## src/rtl/core/tvdb_pkg.sv

```systemverilog
package tvdb_pkg;

    localparam int PIXEL_BITS     = 8;
    localparam int DEPTH_BITS     = 8;
    localparam int LANE_BITS      = (PIXEL_BITS > DEPTH_BITS) ? PIXEL_BITS : DEPTH_BITS;
    localparam int WEIGHT_BITS    = 16;
    localparam int WSUM_BITS      = WEIGHT_BITS + 1;
    localparam int LIMIT_BITS     = 9;
    localparam int DIFF_BITS      = DEPTH_BITS + LIMIT_BITS;
    localparam int CFG_INDEX_BITS = 2;
    localparam int CFG_DATA_BITS  = 16;

    // Three colour lanes and one depth lane.
    localparam int LANES       = 4;
    localparam int DEPTH_LANE  = 3;
    // One product stage, one sum stage, one stage per quotient bit.
    localparam int LANE_STAGES = LANE_BITS + 2;

    localparam logic [CFG_INDEX_BITS-1:0] CFG_WEIGHT_LEFT  = 2'd0;
    localparam logic [CFG_INDEX_BITS-1:0] CFG_WEIGHT_RIGHT = 2'd1;
    localparam logic [CFG_INDEX_BITS-1:0] CFG_CLOSE_LIMIT  = 2'd2;
    localparam logic [CFG_INDEX_BITS-1:0] CFG_INPAINT      = 2'd3;

    localparam logic [1:0] SRC_BLEND = 2'd0;
    localparam logic [1:0] SRC_LEFT  = 2'd1;
    localparam logic [1:0] SRC_RIGHT = 2'd2;
    localparam logic [1:0] SRC_HOLE  = 2'd3;

    typedef struct packed {
        logic [PIXEL_BITS-1:0] left_c0;
        logic [PIXEL_BITS-1:0] left_c1;
        logic [PIXEL_BITS-1:0] left_c2;
        logic [PIXEL_BITS-1:0] right_c0;
        logic [PIXEL_BITS-1:0] right_c1;
        logic [PIXEL_BITS-1:0] right_c2;
        logic [DEPTH_BITS-1:0] left_depth;
        logic [DEPTH_BITS-1:0] right_depth;
        logic                  hole;
    } t_in_item;

    typedef struct packed {
        logic [PIXEL_BITS-1:0] out_c0;
        logic [PIXEL_BITS-1:0] out_c1;
        logic [PIXEL_BITS-1:0] out_c2;
        logic [DEPTH_BITS-1:0] out_depth;
        logic                  depth_written;
        logic [1:0]            source;
    } t_out_item;

    typedef struct packed {
        logic       depth_written;
        logic [1:0] source;
    } t_side;

    typedef logic [LANES-1:0][LANE_BITS-1:0] t_lane_vec;

endpackage

```

## src/rtl/core/tvdb_merge.sv

```systemverilog
module tvdb_merge (
    input  logic                  i_clk,
    input  logic                  i_en,
    input  tvdb_pkg::t_lane_vec   i_q,
    input  tvdb_pkg::t_side       i_side,
    output tvdb_pkg::t_out_item   o_item
);
    import tvdb_pkg::*;

    t_out_item r_item, n_item;

    always_comb begin
        n_item.out_c0 = i_q[0][PIXEL_BITS-1:0];
        n_item.out_c1 = i_q[1][PIXEL_BITS-1:0];
        n_item.out_c2 = i_q[2][PIXEL_BITS-1:0];
        n_item.out_depth = i_side.depth_written ? i_q[DEPTH_LANE][DEPTH_BITS-1:0]
                                                : '0;
        n_item.depth_written = i_side.depth_written;
        n_item.source = i_side.source;
    end

    always_ff @(posedge i_clk) begin
        if (i_en) begin
            r_item <= n_item;
        end
    end

    assign o_item = r_item;

endmodule
```

## config.mk

```make
export PLATFORM = sky130hd
export DESIGN_NAME = tvdb_merge
export DESIGN_NICKNAME = d
export VERILOG_FILES = /design/src/rtl/core/tvdb_pkg.sv /design/src/rtl/core/tvdb_merge.sv
export SDC_FILE = /design/constraint.sdc
export NUM_CORES = 1
export LEC_CHECK = 0
export BUFFER_PORTS_ARGS = -buffer_cell sky130_fd_sc_hd__clkbuf_2
export CAP_MARGIN = 20
export CORE_MARGIN = 3
export CORE_UTILIZATION = 36
export CTS_CLUSTER_DIAMETER = 100
export DETAILED_ROUTE_END_ITERATION = 8
export HOLD_SLACK_MARGIN = 0.1
export PLACE_DENSITY = 0.77
export SLEW_MARGIN = 20
export SYNTH_ARGS = -nofsm -noshare
export SYNTH_HDL_FRONTEND = slang
export SYNTH_SLANG_ARGS = --single-unit
```

## constraint.sdc

```tcl
create_clock -name i_clk -period 0.8 [get_ports i_clk]
set_clock_uncertainty 0.2 [all_clocks]
set_input_delay 0.08 -clock i_clk [delete_from_list [all_inputs] [get_ports i_clk]]
set_output_delay 0.08 -clock i_clk [all_outputs]
set_load 0.02 [all_outputs]
```

==> load_flow_metrics.sql <==
INSERT INTO impl_metrics (metric_group, metric, value, unit) VALUES
('floorplanning', 'start_util', '38.9', '%'),
('setup_path', 'timing.critical_path.from_type', 'register', ''),
('status', 'run_status', 'finished with violations', ''),
('setup_path', 'timing.critical_path.fanout_max', '1', ''),
('min_path', 'min-delay-start', 'i_q[9]', ''),
('global_routing', 'first_pass_grt_wire_length', '3020', 'µm'),
('setup_path', 'critical_path_arrival', '920', 'ps'),
('setup_path', 'cpMaxStageDelayCell', 'edfxtp_1', ''),
('logic_synthesis', 'net_count_after_synthesis', '80', ''),
('global_routing', 'number_of_global_route_vias_before_repair', '688', ''),
('sta', 'report.final.slew_viol_count', '0', ''),
('power', 'pwr_density_cell', '2130', 'mW/mm²'),
('power', 'leakagePower', '0.851', 'nW'),
('layout', 'post_route_cells_drive_above_1_share', '56.2', '%'),
('global_routing', 'grt_antenna_before_repair', '0', ''),
('floorplanning', 'chip_height', '61.3', 'µm'),
('cts', 'clock_sinks', '35', ''),
('logic_synthesis', 'synth-edff-count', '35', ''),
('logic_synthesis', 'synth_most_common_cell', 'edfxtp_1', ''),
('detailed_routing', 'initialDrtViolationCount', '22', ''),
('setup_path', 'end_kind', 'output port', ''),
('floorplanning', 'dieArea', '0.00376', 'mm²'),
('logic_synthesis', 'post_synth_main_area_contributors', 'edfxtp_1, and2_1', ''),
('detailed_routing', 'detailroute.via_count', '777', ''),
('cts', 'clockRootBuffer', 'clkbuf_4', ''),
('cts', 'clock_tree.htree_level_count', '2', ''),
('floorplanning', 'boundaryPins', '72', ''),
('setup_path', 'critical_path.max_stage_delay', '430', 'ps'),
('min_path', 'holdCritPathClass', 'primary input to register', ''),
('sta', 'final.setup.tns', '-12770', 'ps'),
('power', 'finalPower', '4.13', 'mW'),
('cts', 'post_cts_buffers', '0', ''),
('setup_path', 'delay_heaviest_family_cp', 'flip-flops', ''),
('status', 'failed_checks', 'hold timing, setup timing', ''),
('logic_synthesis', 'yosys_most_used_dff', 'edfxtp_1', ''),
('placement', 'post-dp-hpwl', '1560', 'µm'),
('power', 'vdd.ir_drop.worst', '1.20', 'mV'),
('cts', 'clock_pin_slew_of_the_registers_on_the_worst_case_setup_and_hold_paths', '110', 'ps'),
('placement', 'portBuffers', '71', ''),
('layout', 'diodes', '0', ''),
('cts', 'cts_inserted_buffers', '5', ''),
('logic_synthesis', 'synth_common_cells', 'edfxtp_1, and2_1', ''),
('global_routing', 'largest_net_degree_at_the_start_of_global_routing', '36', ''),
('sta', 'finalCriticalPeriod', '1200', 'ps'),
('setup_path', 'critical_path_buf_inv_count', '1', ''),
('detailed_routing', 'firstDrtPassIters', '4', ''),
('setup_path', 'worstPathCellList', 'buf_6', ''),
('min_path', 'min_delay_worst_endpoint', 'o_item[20]$_DFFE_PP_', ''),
('global_routing', 'gr-usage-all-layers', '12.4', '%'),
('setup_path', 'timing.critical_path.required', '520', 'ps'),
('layout', 'largest_register_ffs', '35', ''),
('sta', 'timing_hold_violations_final', '24', ''),
('detailed_routing', 'detail_route.wirelength', '2960', 'µm'),
('job', 'drv.max_cap_violation_count', '0', ''),
('sta', 'fin_worst_hold_slack', '-278', 'ps'),
('sta', 'setup_viol', '45', ''),
('sta', 'timing_worst_slew_pin_value', '183', 'ps'),
('logic_synthesis', 'synth.avg_cell_area', '25.6', 'µm²'),
('layout', 'areaGrowthSynthToFinish', '75.9', '%'),
('logic_synthesis', 'asyncSetResetFlopFracSynth', '0', '%'),
('sta', 'final_min_period_over_clock_period', '150', '%'),
('placement', 'finalWeightedCongestion', '0.663', ''),
('logic_synthesis', 'syn-instance-count', '43', ''),
('detailed_routing', 'remaining_drc_errors', '0', ''),
('logic_synthesis', 'count_of_cell_types_in_the_netlist', '2', ''),
('sta', 'grt_setup_unrepaired', 'yes', ''),
('cts', 'maximum_count_of_clock_buffers_along_a_single_path', '2', ''),
('sta', 'postLayoutSetupSlackWorst', '-402', 'ps'),
('logic_synthesis', 'yosys_warnings', '0', ''),
('layout', 'post-route-cell-area', '0.00194', 'mm²'),
('detailed_routing', 'routed_via_density', '4.63', '');
cell families after synthesis:
logic type    Yosys count  share of synthesized area, %
flops                  35                          95.5
simple gates            8                          4.55
per-stage QoR:
stage / util [%] / std cells
final: 68.5 / 168
after global routing: 68.5 / 168
after CTS: 60.5 / 166
after detailed placement: 53.6 / 146
after global placement: 53.6 / 146
after floorplan: - / 43
area by class of cell:
class	count	area (µm²)
Clock buffer	5	37.5
Multi-Input combinational cell	8	50.0
Sequential cell	35	1050
Timing Repair Buffer	86	721
Clock inverter	3	38.8
Tap cell	31	38.8
Fill cell	177	892
worst max-delay path by stage:
stage	start	end	slack, ps	depth (start not counted)
finish	o_item[14]$_DFFE_PP_	o_item[14]	-400	1
global route	o_item[14]$_DFFE_PP_	o_item[14]	-440	1
detailed placement	i_en	o_item[3]$_SDFFCE_PN0P_	-110	2
CTS	o_item[22]$_DFFE_PP_	o_item[22]	-390	1
floorplan	o_item[0]$_DFFE_PP_	o_item[0]	70	0
global placement	i_en	o_item[3]$_SDFFCE_PN0P_	-110	2
where the power goes:
group          internal [mW]  switching, mW
registers               2.18         0.0683
logic                  0.358          0.318
clock network          0.643          0.561
cells in the final DEF (no fill, tap or decap):
master          instances
and2_1                  8
buf_12                  1
buf_2                   5
buf_6                  30
bufinv_16               1
clkbuf_2               34
clkbuf_4                5
clkinv_1                1
clkinv_2                1
dlygate4sd3_1          13
dlymetal6s4s_1          3
edfxtp_1               35
routing by layer:
layer  GRT usage (%)  wire [µm]
met1            11.0        999
met2            20.4       1450
met3            5.87        406
met4            11.1         99
met5               0          0
what timing repair did:
item                                    CTS  global route
endpoints found under the setup margin   35            44
hold endpoints to repair                 70            65
gates resized for setup                   0            98
hold buffers                             12             8
(Power assumes the default switching activity.)
