File: src/rtl/core/tvdb_pkg.sv
package tvdb_pkg;

    localparam int PIXEL_BITS     = 8;
    localparam int DEPTH_BITS     = 8;
    localparam int LANE_BITS      = (PIXEL_BITS > DEPTH_BITS) ? PIXEL_BITS : DEPTH_BITS;
    localparam int WEIGHT_BITS    = 16;
    localparam int WSUM_BITS      = WEIGHT_BITS + 1;
    localparam int LIMIT_BITS     = 9;
    localparam int DIFF_BITS      = DEPTH_BITS + LIMIT_BITS;
    localparam int CFG_INDEX_BITS = 2;
    localparam int CFG_DATA_BITS  = 16;

    // Three colour lanes and one depth lane.
    localparam int LANES       = 4;
    localparam int DEPTH_LANE  = 3;
    // One product stage, one sum stage, one stage per quotient bit.
    localparam int LANE_STAGES = LANE_BITS + 2;

    localparam logic [CFG_INDEX_BITS-1:0] CFG_WEIGHT_LEFT  = 2'd0;
    localparam logic [CFG_INDEX_BITS-1:0] CFG_WEIGHT_RIGHT = 2'd1;
    localparam logic [CFG_INDEX_BITS-1:0] CFG_CLOSE_LIMIT  = 2'd2;
    localparam logic [CFG_INDEX_BITS-1:0] CFG_INPAINT      = 2'd3;

    localparam logic [1:0] SRC_BLEND = 2'd0;
    localparam logic [1:0] SRC_LEFT  = 2'd1;
    localparam logic [1:0] SRC_RIGHT = 2'd2;
    localparam logic [1:0] SRC_HOLE  = 2'd3;

    typedef struct packed {
        logic [PIXEL_BITS-1:0] left_c0;
        logic [PIXEL_BITS-1:0] left_c1;
        logic [PIXEL_BITS-1:0] left_c2;
        logic [PIXEL_BITS-1:0] right_c0;
        logic [PIXEL_BITS-1:0] right_c1;
        logic [PIXEL_BITS-1:0] right_c2;
        logic [DEPTH_BITS-1:0] left_depth;
        logic [DEPTH_BITS-1:0] right_depth;
        logic                  hole;
    } t_in_item;

    typedef struct packed {
        logic [PIXEL_BITS-1:0] out_c0;
        logic [PIXEL_BITS-1:0] out_c1;
        logic [PIXEL_BITS-1:0] out_c2;
        logic [DEPTH_BITS-1:0] out_depth;
        logic                  depth_written;
        logic [1:0]            source;
    } t_out_item;

    typedef struct packed {
        logic       depth_written;
        logic [1:0] source;
    } t_side;

    typedef logic [LANES-1:0][LANE_BITS-1:0] t_lane_vec;

endpackage

File: src/rtl/core/tvdb_lane.sv
module tvdb_lane (
    input  logic                               i_clk,
    input  logic [tvdb_pkg::LANE_STAGES-1:0]   i_en,
    input  logic [tvdb_pkg::LANE_BITS-1:0]     i_a,
    input  logic [tvdb_pkg::LANE_BITS-1:0]     i_b,
    input  logic [tvdb_pkg::WEIGHT_BITS-1:0]   i_wa,
    input  logic [tvdb_pkg::WEIGHT_BITS-1:0]   i_wb,
    input  logic [tvdb_pkg::WSUM_BITS-1:0]     i_ws,
    output logic [tvdb_pkg::LANE_BITS-1:0]     o_q
);
    import tvdb_pkg::*;

    localparam int PW = LANE_BITS + WEIGHT_BITS;
    localparam int XW = LANE_BITS + WSUM_BITS;

    logic [PW-1:0] r_pa, r_pb;
    // Upper part holds the partial remainder, lower part the dividend bits
    // still to shift in, followed by the quotient bits already found.
    logic [XW-1:0] r_x [LANE_BITS+1];

    always_ff @(posedge i_clk) begin
        if (i_en[0]) begin
            r_pa <= PW'(i_a) * PW'(i_wa);
            r_pb <= PW'(i_b) * PW'(i_wb);
        end
        if (i_en[1]) begin
            r_x[0] <= XW'(r_pa) + XW'(r_pb);
        end
    end

    // The average never exceeds the larger operand, so the quotient fits
    // in LANE_BITS and the top of the sum is already below the divisor.
    for (genvar k = 0; k < LANE_BITS; k++) begin : g_div
        logic [WSUM_BITS:0]   trial, rem;
        logic                 fits;
        logic [XW-1:0]        n_x;

        always_comb begin
            trial = {r_x[k][XW-1:LANE_BITS], r_x[k][LANE_BITS-1]};
            fits  = trial >= {1'b0, i_ws};
            rem   = fits ? trial - {1'b0, i_ws} : trial;
            n_x   = {rem[WSUM_BITS-1:0], r_x[k][LANE_BITS-2:0], fits};
        end

        always_ff @(posedge i_clk) begin
            if (i_en[k+2]) begin
                r_x[k+1] <= n_x;
            end
        end
    end

    assign o_q = r_x[LANE_BITS][LANE_BITS-1:0];

endmodule

File: config.mk
export PLATFORM = sky130hd
export DESIGN_NAME = tvdb_lane
export DESIGN_NICKNAME = d
export VERILOG_FILES = /design/src/rtl/core/tvdb_pkg.sv /design/src/rtl/core/tvdb_lane.sv
export SDC_FILE = /design/constraint.sdc
export NUM_CORES = 1
export LEC_CHECK = 0
export BUFFER_PORTS_ARGS = -buffer_cell sky130_fd_sc_hd__buf_2
export CORE_ASPECT_RATIO = 0.8
export CORE_MARGIN = 3
export CORE_UTILIZATION = 51
export DETAILED_ROUTE_END_ITERATION = 6
export PLACE_DENSITY_LB_ADDON = 0.15
export RECOVER_POWER = 25
export SETUP_SLACK_MARGIN = 0.1
export SKIP_CTS_REPAIR_TIMING = 1
export SLEW_MARGIN = 20
export SYNTH_ARGS = -nofsm -noshare
export SYNTH_HDL_FRONTEND = slang
export SYNTH_SLANG_ARGS = --single-unit
export TNS_END_PERCENT = 50
File: constraint.sdc
create_clock -name i_clk -period 6.6 [get_ports i_clk]
set_input_delay 0.33 -clock i_clk [delete_from_list [all_inputs] [get_ports i_clk]]
set_output_delay 0.33 -clock i_clk [all_outputs]
set_load 0.005 [all_outputs]
==> reports/qor.csv, run 1 <==
metric;value;unit
EDFF count, synth;256;
NetSw;0.00551;W
core area;46400;µm²
largest clock skew in the final design;0.0309;ns
share of the cycle needed by the critical path after routing;0.811;
Mapped Area;24300;µm²
Leak Pwr;11.5;nW
Final TNS setup;0;ns
part of the power in the clock network;0.119;
synth top area cells;edfxtp_1, fa_1, ha_1;
top-level I/O count;84;
result of the run;finished, final reports clean;
data arrival time at the worst-slack endpoint;5.65;ns
primary flip-flop cell chosen by synthesis mapping;edfxtp_1;
clock sinks;256;
DIE AREA;50300;µm²
slew at the pin with the worst max-slew slack;1.48;ns
switching part of the total;0.420;
RSZ-0062 raised after global routing;no;
Reg2Reg Capture Point;r_x[0][65]$_DFFE_PP_;
largest net degree at the start of global routing;49;
overall global routing resource usage;0.216;
Avg Inst Size Synth;10.3;µm²
launching element type of the critical path;input port;
internal power component;0.00763;W
critical hold path startpoint;i_wb[0];
detailed-routing iteration count for the pre-antenna-repair pass;5;
most common cell after layout, fill and taps aside;inv_1;
post-route worst setup slack;1.25;ns
Critical Path Most Common Cell;fa_1;
startpoint of the lowest-slack register-to-register path;r_x[0][32]$_DFFE_PP_;
final critical path time including I/O delays and setup;5.35;ns
Detailed Place HPWL;43600;µm
horizontal extent of the die;250;µm
worst min-delay path category;input port to register;
post-route antenna net violation count;0;
async set or reset register ratio after synthesis;0;
Buffers & Inverters on Critical Path;4;
commonest non-fill, non-tap cells in the layout;inv_1, edfxtp_1, ha_1;
part of the total power dissipated in combinational logic;0.627;
Critical Setup Path Class;input port to register;
reg-to-reg setup timing slack;2.90;ns
Synthesis Warnings;0;
via count of the first global-routing pass;18000;
Area after DPL;25400;µm²
final cell area excluding filler cells;26300;µm²
Max Buffers Root-to-Sink;3;
share of post-route cells with drive strength above 1;0.0886;
number of remaining DRC errors;0;
Vert. Die Dim;201;µm
worst hold margin;0.190;ns
hold worst-path end;r_pb[0]$_DFFE_PP_;
worst voltage drop across the vdd grid;0.275;mV
fill count;4046;
kind of end point of the critical path;register;
clock-pin slew on the worst setup and hold paths;0.06;ns
Crit path required time;6.90;ns
sequential element share of the synthesized area;0.316;
Peak Freq;187;MHz
worst setup timing slack at the placement stage;0.716;ns
CP top delay family;adder cells;
CTS H-tree depth;1;
number of pins exceeding their max-slew limit in the final report;0;
Layout Utilization;0.566;
Routed Wire Length;54200;µm
Cell variety after synth;69;
Inserted Clock Buffers;28;
library cell used as clock root buffer;clkbuf_16;
Max-Slew Margin vs Limit;0.0105;
diode insertion count for antenna repair;0;
series of cell instances along the critical path;buf_2, nand2_1, fa_1, fa_1, inv_1, fa_1, inv_1, fa_1, inv_1, ha_1, and3_1, a211oi_1, o41ai_1, o41ai_1, o21ai_0, a221o_1, xnor2_1;
post-synthesis net count;2864;
cell taking the most area after synthesis;edfxtp_1;
TritonCTS clock tree;yes;
depth of the worst hold-timing path;2;
clock latency at the later pin of the worst-skew pair;0.58;ns
Final GP Congestion;0.900;
number of placement rows;70;
Net count, final;2942;
gate count of the mapped netlist;2364;
largest incremental delay on the critical path;0.61;ns
number of storage elements in the synthesis netlist;256;
power density over the cells;500;nW/µm²
Slowest cell on crit path;o41ai_1;
routed wirelength normalized by instance count;17.7;µm
final hold violation count;0;
depth of the worst register-to-register path;11;
signed area change from the synthesized netlist to the final layout;8.08;%
initial core utilization;0.524;
share of the synthesized area in the top cell type;0.316;
Starting DRT DRC Count;1018;
wire length of the first global-routing pass;90400;µm
Max-Cap Viols;0;
maximum fanout along the worst path;16;
antenna violations before repair;0;
via count of the routed design;17500;
Remaining Overflow, GRT;0;
port bufs;83;
count of final setup violators;0;
Sequential Power Share;0.254;
number of vias per cell after detailed routing;5.70;
-- Yosys cell counts, drive strengths merged, types with 4 or more instances --
cell type	instances
nor2b	30
a21boi	8
o22ai	6
a211o	4
o41ai	8
a2111o	4
a21o	53
xnor2	101
mux2	78
inv	287
a21oi	143
a221oi	4
o211ai	12
o21a	30
nand2	156
o31a	7
or2	7
and3	10
xor2	45
nor3	29
a2111oi	5
clkbuf	34
a311oi	5
o31ai	13
o21bai	16
nor2	89
fa	176
nand4	17
edfxtp	256
buf	7
o21ai	110
nand2b	22
a31oi	14
ha	248
mux2i	11
nand3	36
and2	214
nor4	5
or3	14
a211oi	11
-- routing by layer --
metal | part of all wire | global-route usage | vias to the layer above
met1 | 0.44 | 0.282 | 8663
met5 | 0 | 0 | -
met3 | 0.036 | 0.0252 | 82
li1 | - | - | 8407
met2 | 0.49 | 0.381 | 362
met4 | 0.031 | 0.0640 | 0
-- how the worst max path moves through the flow --
stage                      start            endpoint  slack [ns]  depth (start not counted)
after global routing      i_b[7]  r_pb[23]$_DFFE_PP_        0.90                         17
after detailed placement  i_b[7]  r_pb[23]$_DFFE_PP_        0.72                         17
after global placement    i_b[7]  r_pb[23]$_DFFE_PP_        0.82                         17
after floorplan           i_b[7]  r_pb[23]$_DFFE_PP_        1.41                         17
final                     i_b[7]  r_pb[23]$_DFFE_PP_        1.25                         17
after CTS                 i_b[7]  r_pb[23]$_DFFE_PP_        1.27                         17
-- area by class of cell --
| type | instances | area (µm²) | area share |
|---|---|---|---|
| Tap cell | 612 | 766 | 0.0291 |
| Clock inverter | 16 | 186 | 0.00710 |
| Clock buffer | 33 | 719 | 0.0274 |
| Inverter | 287 | 1080 | 0.0410 |
| Timing Repair Buffer | 89 | 454 | 0.0173 |
| Sequential cell | 256 | 7690 | 0.293 |
| Multi-Input combinational cell | 1780 | 15400 | 0.585 |
-- sequential cells by signal, summed over array words and instances (netlist names) --
| name | cells |
|---|---|
| r_x | 208 |
| r_pa | 24 |
| r_pb | 24 |
-- power by group through the flow --
stage / registers [W] / clock network [W] / logic, W
after global routing: 0.00341 / 0.00168 / 0.00928
after detailed placement: 0.00337 / 0 / 0.00816
after CTS: 0.00334 / 0.00161 / 0.00823
after floorplan: 0.00322 / 0 / 0.00649
final: 0.00334 / 0.00156 / 0.00824
after global placement: 0.00336 / 0 / 0.00798
-- cell families after synthesis --
| logic type | synth area share |
|---|---|
| xor gates and xnor gates | 0.0526 |
| AOI/OAI and AO/OA | 0.126 |
| DFF | 0.316 |
| buffers and inverters | 0.0515 |
| and+or+nand+nor | 0.139 |
| muxes | 0.0417 |
| adders and majority gates | 0.273 |
-- through the flow --
stage                     instances  total power (W)
after detailed placement       3023           0.0115
after global routing           3073           0.0144
after CTS                      3072           0.0132
after global placement         3023           0.0113
after floorplan                2364          0.00971
final                          3073           0.0131
(Power assumes the default switching activity.)
==> run 2: changes to the inputs <==
Clock period 6.6 ns to 5.18 ns, I/O delays scaled along.
==> reports/qor.csv, run 2 (synthesis results as in run 1) <==
metric;value;unit;change
core area;46400;µm²;unchanged
largest incremental delay on the critical path;0.74;ns;+0.13 ns
number of pins exceeding their max-slew limit in the final report;26;;+26
CP top delay family;adder cells;;
Final TNS setup;0;ns;unchanged
routed wirelength normalized by instance count;17.3;µm;-1.9%
Net count, final;2950;;+0.27%
final critical path time including I/O delays and setup;4.62;ns;
commonest non-fill, non-tap cells in the layout;inv_1, edfxtp_1, ha_1;;
worst hold margin;0.102;ns;-0.0873 ns
Max-Cap Viols;1;;+1
diode insertion count for antenna repair;0;;unchanged
largest net degree at the start of global routing;49;;unchanged
depth of the worst hold-timing path;2;;unchanged
number of cells in the design after placement;3031;;+0.26%
overall global routing resource usage;0.212;;-0.00465
antenna violations before repair;0;;unchanged
result of the run;complete, but fails checks;;
slew at the pin with the worst max-slew slack;1.55;ns;+0.0613 ns
Area after DPL;25400;µm²;+0.27%
final hold violation count;0;;unchanged
Critical Path Most Common Cell;fa_1;;
signed area change from the synthesized netlist to the final layout;8.72;%;
final cell area excluding filler cells;26400;µm²;+0.59%
worst voltage drop across the vdd grid;0.356;mV;+29%
most common cell after layout, fill and taps aside;inv_1;;
multi-input combinational cell area;15400;µm²;about the same
port bufs;83;;unchanged
clock latency at the later pin of the worst-skew pair;0.58;ns;about the same
Max-Slew Margin vs Limit;-0.0303;;-0.0409
wire length of the first global-routing pass;88300;µm;-2.4%
Reg2Reg Capture Point;r_x[0][60]$_DFFE_PP_;;
startpoint of the lowest-slack register-to-register path;r_x[0][32]$_DFFE_PP_;;
via count of the first global-routing pass;17800;;-1.4%
hold worst-path end;r_pb[0]$_DFFE_PP_;;
post-route antenna net violation count;0;;unchanged
number of vias per cell after detailed routing;5.66;;-0.77%
share of post-route cells with drive strength above 1;0.0932;;+0.00457
Largest Register;r_x;;
Slowest cell on crit path;o31ai_1;;
fill count;4037;;-0.22%
post-route total power;0.0169;W;+29%
Buffers & Inverters on Critical Path;4;;unchanged
Crit path required time;5.49;ns;-1.41 ns
Seq. cell area;7690;µm²;unchanged
critical hold path startpoint;i_wb[0];;
CTS H-tree depth;1;;unchanged
Starting DRT DRC Count;940;;-7.7%
Layout Cells excl Fill;3081;;+0.26%
Peak Freq;217;MHz;
clock sinks;256;;unchanged
Routed Wire Length;53400;µm;-1.6%
worst min-delay path category;input port to register;;
Max Buffers Root-to-Sink;3;;unchanged
kind of end point of the critical path;register;;
detailed-routing iteration count for the pre-antenna-repair pass;7;;+2
failing checks;capacitance limit, slew limit;;
data arrival time at the worst-slack endpoint;4.92;ns;-0.73 ns
maximum fanout along the worst path;16;;unchanged
Critical Setup Path Class;input port to register;;
via count of the routed design;17400;;-0.51%
library cell used as clock root buffer;clkbuf_16;;
clock-pin slew on the worst setup and hold paths;0.06;ns;about the same
largest clock skew in the final design;0.0236;ns;-0.00725 ns
RSZ-0062 raised after global routing;no;;
horizontal extent of the die;250;µm;unchanged
DIE AREA;50300;µm²;unchanged
Inserted Clock Buffers;29;;+3.6%
reg-to-reg setup timing slack;1.50;ns;-1.40 ns
depth of the worst register-to-register path;11;;unchanged
count of final setup violators;0;;unchanged
series of cell instances along the critical path;buf_2, nand2_1, fa_1, fa_1, inv_1, fa_1, inv_1, fa_1, inv_1, ha_1, o21a_1, a21oi_1, o31ai_1, a311oi_1, o21bai_1, o31ai_1, xnor2_1;;
number of remaining DRC errors;0;;unchanged
initial core utilization;0.524;;unchanged
number of flip-flops in the largest register;208;;unchanged
Final GP Congestion;0.939;;+4.4%
power density over the cells;640;nW/µm²;+28%
top-level I/O count;84;;unchanged
Top Registers;r_x x208, r_pa x24, r_pb x24;;
Leak Pwr;11.6;nW;+0.75%
Vert. Die Dim;201;µm;unchanged
TritonCTS clock tree;yes;;
Detailed Place HPWL;42900;µm;-1.8%
Remaining Overflow, GRT;0;;unchanged
share of the cycle needed by the critical path after routing;0.891;;
number of placement rows;70;;unchanged
launching element type of the critical path;input port;;
## run 2: area by class of cell
| class | count | area share |
|---|---|---|
| tap | 612 | 0.0290 |
| clock buffer | 31 | 0.0277 |
| sequential | 256 | 0.291 |
| multi-input combinational | 1780 | 0.582 |
| timing repair buffer | 96 | 0.0190 |
| clock inverter | 19 | 0.0102 |
| inverter | 287 | 0.0408 |
## run 2: report_power, final
| group | switching (W) | internal (W) |
|---|---|---|
| sequential | 0.000431 | 0.00384 |
| combinational | 0.00570 | 0.00475 |
| clock | 0.000870 | 0.00132 |
| total | 0.00700 | 0.00992 |
## run 2: how the worst max path moves through the flow
stage | startpoint | end | slack, ns | depth (start not counted)
2_1_floorplan | i_b[7] | r_pb[23]$_DFFE_PP_ | 0.20 | 17
3_3_place_gp | i_a[7] | r_pa[22]$_DFFE_PP_ | 0.1 | 17
3_5_place_dp | i_b[3] | r_pb[23]$_DFFE_PP_ | 0.04 | 17
4_1_cts | i_b[3] | r_pb[23]$_DFFE_PP_ | 0.60 | 17
5_1_grt | i_b[3] | r_pb[23]$_DFFE_PP_ | 0.33 | 17
6_report | i_a[7] | r_pa[22]$_DFFE_PP_ | 0.56 | 17
## run 2: per-stage QoR
| stage | util | worst slack, ns |
|---|---|---|
| floorplan | - | 0.203 |
| finish | 0.569 | 0.565 |
| CTS | 0.569 | 0.603 |
| global placement | 0.548 | 0.0974 |
| detailed placement | 0.548 | 0.0449 |
| global route | 0.569 | 0.327 |
## run 2: per-layer routing
| layer | share of wire | track usage | up-vias |
|---|---|---|---|
| li1 | - | - | 8435 |
| met2 | 0.49 | 0.372 | 306 |
| met5 | 0 | 0 | - |
| met1 | 0.44 | 0.272 | 8581 |
| met3 | 0.028 | 0.0207 | 103 |
| met4 | 0.042 | 0.0797 | 0 |
==> run 3: changes to the inputs <==
--- a/config.mk
+++ b/config.mk
@@ -7,2 +7,3 @@
 export LEC_CHECK = 0
+export ABC_CLOCK_PERIOD_IN_PS = 5180
 export BUFFER_PORTS_ARGS = -buffer_cell sky130_fd_sc_hd__buf_2
@@ -16,2 +17,3 @@
 export SKIP_CTS_REPAIR_TIMING = 1
+export SKIP_LAST_GASP = 1
 export SLEW_MARGIN = 20
==> constraint.sdc (replaced) <==
create_clock -name i_clk -period 5.18 [get_ports i_clk]
set_input_delay 0.518 -clock i_clk [delete_from_list [all_inputs] [get_ports i_clk]]
set_output_delay 0.518 -clock i_clk [all_outputs]
set_load 0.005 [all_outputs]
==> reports/qor.csv, run 3 (synthesis results as in run 1) <==
metric;value;unit;change
Final TNS setup;0;ns;unchanged
CTS H-tree depth;1;;unchanged
Inserted Clock Buffers;28;;-3.4%
routed wirelength normalized by instance count;17.1;µm;-1.1%
via count of the routed design;17500;;+0.40%
top-level I/O count;84;;unchanged
critical hold path startpoint;i_wa[0];;
initial core utilization;0.524;;unchanged
series of cell instances along the critical path;buf_2, and2_1, fa_1, fa_1, fa_1, inv_1, fa_1, inv_1, ha_1, and3_1, a211oi_2, o41ai_1, o41ai_2, o21ai_1, a221o_1, xnor2_1;;
share of post-route cells with drive strength above 1;0.107;;+0.0139
TritonCTS clock tree;yes;;
horizontal extent of the die;250;µm;unchanged
commonest non-fill, non-tap cells in the layout;inv_1, edfxtp_1, ha_1;;
Leak Pwr;11.7;nW;+1.5%
Reg2Reg Capture Point;r_x[0][24]$_DFFE_PP_;;
final hold violation count;0;;unchanged
core area;46400;µm²;unchanged
Layout Cells excl Fill;3115;;+1.1%
startpoint of the lowest-slack register-to-register path;r_pa[0]$_DFFE_PP_;;
Slowest cell on crit path;fa_1;;
Buffers & Inverters on Critical Path;3;;-1
Crit path required time;5.49;ns;about the same
number of vias per cell after detailed routing;5.62;;-0.69%
power density over the cells;642;nW/µm²;+0.31%
share of the cycle needed by the critical path after routing;0.905;;+0.0137
via count of the first global-routing pass;17900;;+0.55%
depth of the worst hold-timing path;2;;unchanged
slew at the pin with the worst max-slew slack;1.35;ns;-0.199 ns
Max-Slew Margin vs Limit;0.103;;+0.133
Peak Freq;213;MHz;-1.5%
worst min-delay path category;input port to register;;
launching element type of the critical path;input port;;
kind of end point of the critical path;register;;
worst voltage drop across the vdd grid;0.359;mV;+1.0%
data arrival time at the worst-slack endpoint;5.00;ns;+0.08 ns
Critical Setup Path Class;input port to register;;
clock latency at the later pin of the worst-skew pair;0.58;ns;about the same
Area after DPL;25700;µm²;+0.99%
CP top delay family;adder cells;;
wire length of the first global-routing pass;88100;µm;-0.23%
Max-Cap Viols;0;;-1
number of flip-flops in the largest register;208;;unchanged
number of remaining DRC errors;0;;unchanged
RSZ-0062 raised after global routing;no;;
Starting DRT DRC Count;870;;-7.4%
clock-pin slew on the worst setup and hold paths;0.06;ns;about the same
number of cells in the design after placement;3064;;+1.1%
largest clock skew in the final design;0.0356;ns;+0.0120 ns
detailed-routing iteration count for the pre-antenna-repair pass;6;;-1
Max Buffers Root-to-Sink;3;;unchanged
number of pins exceeding their max-slew limit in the final report;0;;-100%
library cell used as clock root buffer;clkbuf_16;;
final cell area excluding filler cells;26700;µm²;+1.1%
Final GP Congestion;0.868;;-7.6%
hold worst-path end;r_pa[0]$_DFFE_PP_;;
antenna violations before repair;0;;unchanged
Vert. Die Dim;201;µm;unchanged
Top Registers;r_x x208, r_pa x24, r_pb x24;;
diode insertion count for antenna repair;0;;unchanged
signed area change from the synthesized netlist to the final layout;9.87;%;
Critical Path Most Common Cell;fa_1;;
Detailed Place HPWL;43200;µm;+0.71%
port bufs;83;;unchanged
DIE AREA;50300;µm²;unchanged
number of placement rows;70;;unchanged
result of the run;finished, final reports clean;;
most common cell after layout, fill and taps aside;inv_1;;
overall global routing resource usage;0.211;;-0.00109
count of final setup violators;0;;unchanged
Largest Register;r_x;;
final critical path time including I/O delays and setup;4.69;ns;+0.0711 ns
Routed Wire Length;53300;µm;about the same
depth of the worst register-to-register path;11;;unchanged
clock sinks;256;;unchanged
Net count, final;2982;;+1.1%
Remaining Overflow, GRT;0;;unchanged
post-route total power;0.0171;W;+1.4%
reg-to-reg setup timing slack;1.49;ns;about the same
largest incremental delay on the critical path;0.55;ns;-0.19 ns
largest net degree at the start of global routing;49;;unchanged
post-route antenna net violation count;0;;unchanged
maximum fanout along the worst path;9;;-7
==> run 3: worst max-delay path by stage <==
stage | depth (start not counted) | start | slack, ns | to
2_1_floorplan | 17 | i_b[7] | 0.11 | r_pb[23]$_DFFE_PP_
3_3_place_gp | 16 | i_wb[1] | -0.06 | r_pb[23]$_DFFE_PP_
3_5_place_dp | 16 | i_wb[2] | -0.11 | r_pb[23]$_DFFE_PP_
4_1_cts | 17 | i_wb[2] | 0.49 | r_pb[23]$_DFFE_PP_
5_1_grt | 18 | i_b[4] | 0.25 | r_pb[23]$_DFFE_PP_
6_report | 16 | i_b[4] | 0.49 | r_pb[23]$_DFFE_PP_
==> run 3: metrics by stage <==
stage                      util  worst slack [ns]  hold WS [ns]
after CTS                 0.575             0.485         0.282
after detailed placement  0.553            -0.109         0.405
after floorplan               -             0.114         0.400
final                     0.575             0.494         0.354
after global routing      0.575             0.255         0.332
after global placement    0.553           -0.0592         0.401
==> run 3: where the power goes <==
part	switching [W]	internal (W)	total [W]
Clock	0.000863	0.00134	0.00221
Sequential	0.000425	0.00384	0.00426
Combinational	0.00575	0.00493	0.0107
Total	0.00704	0.0101	0.0171
==> run 3: final cells by class <==
cell class                 count  area [µm²]
timing repair buffer         129         752
tap                          612         766
clock inverter                23         329
sequential                   256        7690
multi-input combinational   1780       15400
fill                        4028       19700
inverter                     287        1080
clock buffer                  28         701
==> run 3: per-layer routing <==
layer | share of wire | track usage | vias to the layer above | wire length (µm)
li1 | - | - | 8504 | -
met1 | 0.43 | 0.267 | 8570 | 22900
met2 | 0.50 | 0.380 | 337 | 26800
met3 | 0.036 | 0.0234 | 84 | 1920
met4 | 0.032 | 0.0634 | 0 | 1720
met5 | 0 | 0 | - | 0
